[src/design/sfh_pkg.sv]
// ----------------------------------------------------------------------------
// sfh_pkg
// Shared types and constants for the 3D Hooke's-law spring force block.
// ----------------------------------------------------------------------------
package sfh_pkg;

  // Coordinate and force width (signed fixed point)
  localparam int COORD_WIDTH = 32;
  // Configuration register width (unsigned fixed point)
  localparam int CFG_WIDTH = 31;
  // Number of spatial axes handled side by side
  localparam int NUM_AXES = 3;

  // Register port geometry
  localparam int DATA_WIDTH    = 32;
  localparam int ADDR_WIDTH    = 3;
  localparam int REG_IDX_WIDTH = ADDR_WIDTH - 2;

  // Register indexes
  localparam logic [REG_IDX_WIDTH-1:0] REG_REST_LENGTH = 1'b0;
  localparam logic [REG_IDX_WIDTH-1:0] REG_STIFFNESS   = 1'b1;

  // Register reset values (1.0 in Q15.16)
  localparam logic [CFG_WIDTH-1:0] RESET_REST_LENGTH = CFG_WIDTH'(65536);
  localparam logic [CFG_WIDTH-1:0] RESET_STIFFNESS   = CFG_WIDTH'(65536);

  // Saturation limits of a force component
  localparam logic [COORD_WIDTH-1:0] COORD_MAX = {1'b0, {(COORD_WIDTH-1){1'b1}}};
  localparam logic [COORD_WIDTH-1:0] COORD_MIN = {1'b1, {(COORD_WIDTH-1){1'b0}}};

  // Input word: the spring's two end points
  typedef struct packed {
    logic signed [COORD_WIDTH-1:0] start_x;
    logic signed [COORD_WIDTH-1:0] start_y;
    logic signed [COORD_WIDTH-1:0] start_z;
    logic signed [COORD_WIDTH-1:0] end_x;
    logic signed [COORD_WIDTH-1:0] end_y;
    logic signed [COORD_WIDTH-1:0] end_z;
  } sfh_in_t;

  // Result word: force on the start point
  typedef struct packed {
    logic signed [COORD_WIDTH-1:0] force_x;
    logic signed [COORD_WIDTH-1:0] force_y;
    logic signed [COORD_WIDTH-1:0] force_z;
    logic                          saturated;
  } sfh_out_t;

endpackage

[src/design/sfh_regs.sv]
// ----------------------------------------------------------------------------
// sfh_regs
// APB-style register file holding the rest length and the stiffness.
// ----------------------------------------------------------------------------
module sfh_regs
  import sfh_pkg::*;
(
  input  logic                  clk,
  input  logic                  rst,
  input  logic                  psel,
  input  logic                  penable,
  input  logic                  pwrite,
  input  logic [ADDR_WIDTH-1:0] paddr,
  input  logic [DATA_WIDTH-1:0] pwdata,
  output logic [DATA_WIDTH-1:0] prdata,
  output logic                  pready,
  output logic [CFG_WIDTH-1:0]  rest_length,
  output logic [CFG_WIDTH-1:0]  stiffness
);

  logic                     wr_en;
  logic [REG_IDX_WIDTH-1:0] idx;

  assign pready = 1'b1;
  assign wr_en  = psel & penable & pwrite;
  assign idx    = paddr[ADDR_WIDTH-1:2];

  // Write on the access cycle
  always_ff @(posedge clk) begin
    if (rst) begin
      rest_length <= RESET_REST_LENGTH;
      stiffness   <= RESET_STIFFNESS;
    end else if (wr_en) begin
      unique case (idx)
        REG_REST_LENGTH: rest_length <= pwdata[CFG_WIDTH-1:0];
        REG_STIFFNESS:   stiffness   <= pwdata[CFG_WIDTH-1:0];
        default: ;
      endcase
    end
  end

  // Read back
  always_comb begin
    unique case (idx)
      REG_REST_LENGTH: prdata = DATA_WIDTH'(rest_length);
      REG_STIFFNESS:   prdata = DATA_WIDTH'(stiffness);
      default:         prdata = '0;
    endcase
  end

endmodule

[config.mk]
export PLATFORM = sky130hd
export DESIGN_NAME = sfh_regs
export DESIGN_NICKNAME = d
export VERILOG_FILES = /design/src/design/sfh_pkg.sv /design/src/design/sfh_regs.sv
export SDC_FILE = /design/constraint.sdc
export NUM_CORES = 1
export LEC_CHECK = 0
export BUFFER_PORTS_ARGS = -buffer_cell sky130_fd_sc_hd__buf_2
export CAP_MARGIN = 20
export CORE_UTILIZATION = 51
export DETAILED_ROUTE_END_ITERATION = 16
export HOLD_SLACK_MARGIN = 0.1
export PLACE_DENSITY = 0.86
export SETUP_SLACK_MARGIN = 0.1
export SLEW_MARGIN = 20
export SYNTH_ARGS = -nofsm -noshare
export SYNTH_HDL_FRONTEND = slang
export SYNTH_SLANG_ARGS = --single-unit
[constraint.sdc]
create_clock -name clk -period 2.1 [get_ports clk]
set_clock_uncertainty 0.05 [all_clocks]
set_input_delay 0.105 -clock clk [delete_from_list [all_inputs] [get_ports clk]]
set_output_delay 0.105 -clock clk [all_outputs]
set_load 0.03 [all_outputs]
# ---- After elaboration in Yosys (flattened, before gate mapping)
# Index checks and enable logic that the tools add are counted.
dict set report totals {
  inputBits 40
  wordCells 8
  ff_bits 62
  output_inout_bits 95
}
dict set report classes {
  muxes 1
  n_reduce_logical 2
  n_bitwise 3
}
# op count
set op_table {}
lappend op_table {{$pmux 32 s2} 1}
lappend op_table {{$reduce_and 2->1} 2}
lappend op_table {{$and 1x1->1} 2}
lappend op_table {{$not 1->1} 1}

# ---- Depth between registers and ports, before layout
dict set report logic_depth {
  word_depth 3
  ltp_mapped 5
  depth_no_buf 2
}

# ---- Least setup slack after synthesis
# OpenSTA, ideal clock, no wires.
dict set report synth_path {
  path_kind {input to register}
  start {in paddr[2]}
  end {reg rest_length[10]}
  setup_time_ns 0.072
  t_arrival_ns 0.910
  cell_stages 5
  n_path_buf 3
  required_ns 1.978
  path_slack_ns 1.068
  cell_sequence {buf_6 > and4b_1 > buf_6 > buf_8 > mux2i_1}
}
dict set report synth_via {
  elab_chain_cells 2
}
# element line_no
set synth_lines {}
lappend synth_lines {{start, declared} sfh_regs.sv:13} ;# input logic [ADDR_WIDTH-1:0] paddr,
lappend synth_lines {{$not 1->1 (no source line)} --}
lappend synth_lines {{$reduce_and 2->1 (no source line)} --}
lappend synth_lines {{end signal, assigned} sfh_regs.sv:35} ;# REG_REST_LENGTH: rest_length <= pwdata[CFG_WIDTH-1:0];
lappend synth_lines {{end, declared} sfh_regs.sv:17} ;# output logic [CFG_WIDTH-1:0] rest_length,
# Every way passes these cells.
# A chain may end at the register's enable or synchronous reset.

# ---- Final worst setup path
dict set report layout_path {
  start {in paddr[2]}
  end {out prdata[0]}
}
dict set report layout_via {
  elab_chain_cells 2
}
# element line_no
set layout_lines {}
lappend layout_lines {{$not 1->1 (no source line)} --}
lappend layout_lines {{$pmux 32 s2 (*)} sfh_regs.sv:44} ;# unique case (idx)
lappend layout_lines {{end, declared} sfh_regs.sv:15} ;# output logic [DATA_WIDTH-1:0] prdata,
# Mark *: on every way between the ends. The rest lies on a longest branch, timed or not. The select of a mux whose other input is x is not followed.

==> impl_metrics.json <==
{
  "synthesis.yosys.warnings": 0,
  "synth_simple_gate_area_share_pct": 20.9,
  "count_of_nets_after_finishing": 469,
  "numCtsBuffers": 9,
  "transition_time_of_the_tightest_slew_check_pin_ps": 639,
  "chipWidth_um": 78.4,
  "ant_nets": 0,
  "largest_fanout_of_any_net_on_the_critical_path": 21,
  "cp_slowest_stage_delay_ps": 370,
  "hpwlAfterDp_um": 4460,
  "antenna_found_initial": 0,
  "post-cts-setup-buffer-count": 0,
  "cp_slowest_cell": "mux2_2",
  "finalCriticalPeriod_ps": 1510,
  "timing.critical_path.buf_inv": 4,
  "netSwitchingPower_mw": 0.671,
  "top_level_ports": 135,
  "diodes": 0,
  "drt_iter0_drc": 78,
  "hold_path.class": "primary input to flip-flop",
  "mappedNetlistArea_um2": 2980,
  "slew_violations": 0,
  "buffer_ports.inserted": 129,
  "power.static_leakage_nw": 2.12,
  "int_power_mw": 1.98,
  "detail_route.wl_per_cell_um": 14.0,
  "die_h_um": 78.4,
  "initial_core_util_pct": 53.4,
  "syn2layout_area_growth_pct": 39.2,
  "clk_root_buffer_cell": "clkbuf_8",
  "r2r.worst_path.cells": 2,
  "power.share.switching_pct": 25.3,
  "layout_commonest_cell": "buf_2",
  "irDropWorstVdd_uv": 404,
  "unrepaired_setup_endpoints_after_global_routing": "false",
  "synth_fp_nets": 316,
  "ctsResizeCount": 0,
  "outcome": "finished, final reports clean",
  "synth_compound_gate_area_share_pct": 0,
  "pwr_density_cell_nw_per_um2": 640,
  "clock_latency_late_sink_ps": 330,
  "power.clock.fraction_pct": 40.0,
  "netlist_instances": 276,
  "post-route-period-util_pct": 71.7,
  "power.total_mw": 2.65,
  "route.vias.total": 2499,
  "grt_pass1_vias": 2507,
  "critPathTopFamily": "buffers and inverters",
  "drt_drc_violations_left": 0,
  "worst-endpoint-arrival_ps": 1350,
  "layout-drive-gt1-share_pct": 41.7,
  "first_pass_iters": 4,
  "worstHoldPathCells": 3,
  "clk_transition_reported_paths_ps": 60,
  "yosys_register_bits": 62,
  "sequential_cell_area_um2": 1240,
  "layout.cells.most_common_list": "129 x buf_2, 90 x nand2b_1, 62 x mux2i_1, 62 x dfxtp_1",
  "crit_required_ps": 1950,
  "path_class": "primary input to output port",
  "core_region_area_um2": 5570,
  "crit_chain": "buf_2 -> buf_4 -> buf_4 -> mux2_2 -> buf_2",
  "cts_htree_levels": 3,
  "kind_of_capture_point_of_the_worst_setup_path": "output port",
  "wire_length_of_the_first_global_routing_pass_um": 11400,
  "synth.avg_cell_area_um2": 10.8,
  "cap_violations": 0,
  "hold_violations": 0,
  "die_footprint_um2": 6150,
  "globalRouteTotalUtil_pct": 23.9,
  "muxShareOfSynthArea_pct": 32.6,
  "setup-violations-final": 0,
  "fmax_ghz": 0.664,
  "grt_max_degree": 55,
  "gp_congestion": 0.724,
  "cts-root-to-sink-buffers": 2,
  "cp-start-kind": "primary input",
  "avgViaCountPerCell": 4.94,
  "synth_adder_area_share_pct": 0,
  "maxSlewHeadroom_pct": 57.3,
  "globalRoute.totalOverflow": 0,
  "synth-seq-area-share_pct": 41.7,
  "fillers": 400,
  "synth_cell_type_count": 15,
  "std_cell_rows": 27,
  "combPwrFrac_pct": 14.0,
  "tritoncts": "yes",
  "worst_path_depth": 5,
  "cts_sinks": 62,
  "multiInputGateArea_um2": 1600,
  "synth_xor_area_share_pct": 0,
  "setup_tns_ps": 0,
  "part_of_the_power_in_registers_pct": 46.0,
  "wirelength_um": 7080,
  "dominant_combinational_cell_family_by_area_after_synthesis": "multiplexers"
}
## final cells by class
cell class                      instances  area share (%)
Clock buffer                           12            3.74
Clock inverter                          4            1.09
Multi-Input combinational cell        192            38.6
Sequential cell                        62            30.0
Tap cell                               72            2.17
Timing Repair Buffer                  164            24.4
## cell families (layout without fill, tap and decap cells)
logic type,after synthesis,count (layout)
other,2,2
muxes,93,93
buffers and inverters,22,180
and+or+nand+nor,97,97
DFF,62,62
## final timing paths
check	to	from	slack [ps]
worst min register to register	rest_length[5]	rest_length[5]	440
worst min-delay path	stiffness[24]	penable	350
worst max register to register	stiffness[16]	stiffness[16]	1350
worst max-delay path	prdata[0]	paddr[2]	590
## stage by stage
step	area, um2	hold WS (ps)	worst slack, ps	utilization (%)	std cells
2_1_floorplan	2980	226	1070	-	276
3_3_place_gp	3630	319	585	65.2	459
3_5_place_dp	3630	332	548	65.2	459
4_1_cts	4140	335	594	74.3	506
5_1_grt	4140	359	530	74.3	506
6_report	4140	350	594	74.3	506
## timing repair
| item | 4_1_cts | 5_1_grt |
|---|---|---|
| setup endpoints to repair | 0 | 0 |
| hold endpoints to repair | 62 | 0 |
| hold buffers | 31 | 0 |
## cell usage after synthesis (all sizes together)
| master | instances | area [um2] |
|---|---|---|
| nand2b | 90 | 563 |
| dfxtp | 62 | 1240 |
| mux2i | 62 | 621 |
| mux2 | 31 | 349 |
| buf | 12 | 97.6 |
| clkbuf | 10 | 37.5 |
| nor2 | 3 | 11.3 |
| conb | 2 | 7.51 |
| and4 | 1 | 8.76 |
| and4b | 1 | 10.0 |
| nand4 | 1 | 21.3 |
| nand4b | 1 | 8.76 |
## power groups by stage
stage / clock network [mW] / logic, mW / registers, mW
after floorplan: 0 / 0.180 / 1.30
after global placement: 0 / 0.320 / 1.25
after detailed placement: 0 / 0.325 / 1.25
after CTS: 1.07 / 0.370 / 1.22
after global routing: 1.13 / 0.396 / 1.22
final: 1.06 / 0.371 / 1.22
## flip-flops by register name, summed over array words and instances, names as in the netlist
name,flops
stiffness,31
rest_length,31
## tightest hold or removal path, delay by kind of cell
family | cells | cell delay (ps)
buffers and inverters | 1 | 130
muxes | 1 | 150
and+or+nand+nor | 1 | 290
## routing by layer
metal	global-route usage (%)	vias to the layer above	part of all wire [%]
li1	-	1230	-
met1	26.1	1174	42
met2	43.0	79	52
met3	4.30	16	3.4
met4	13.9	0	2.8
met5	0	-	0
(Power assumes the default switching activity.)
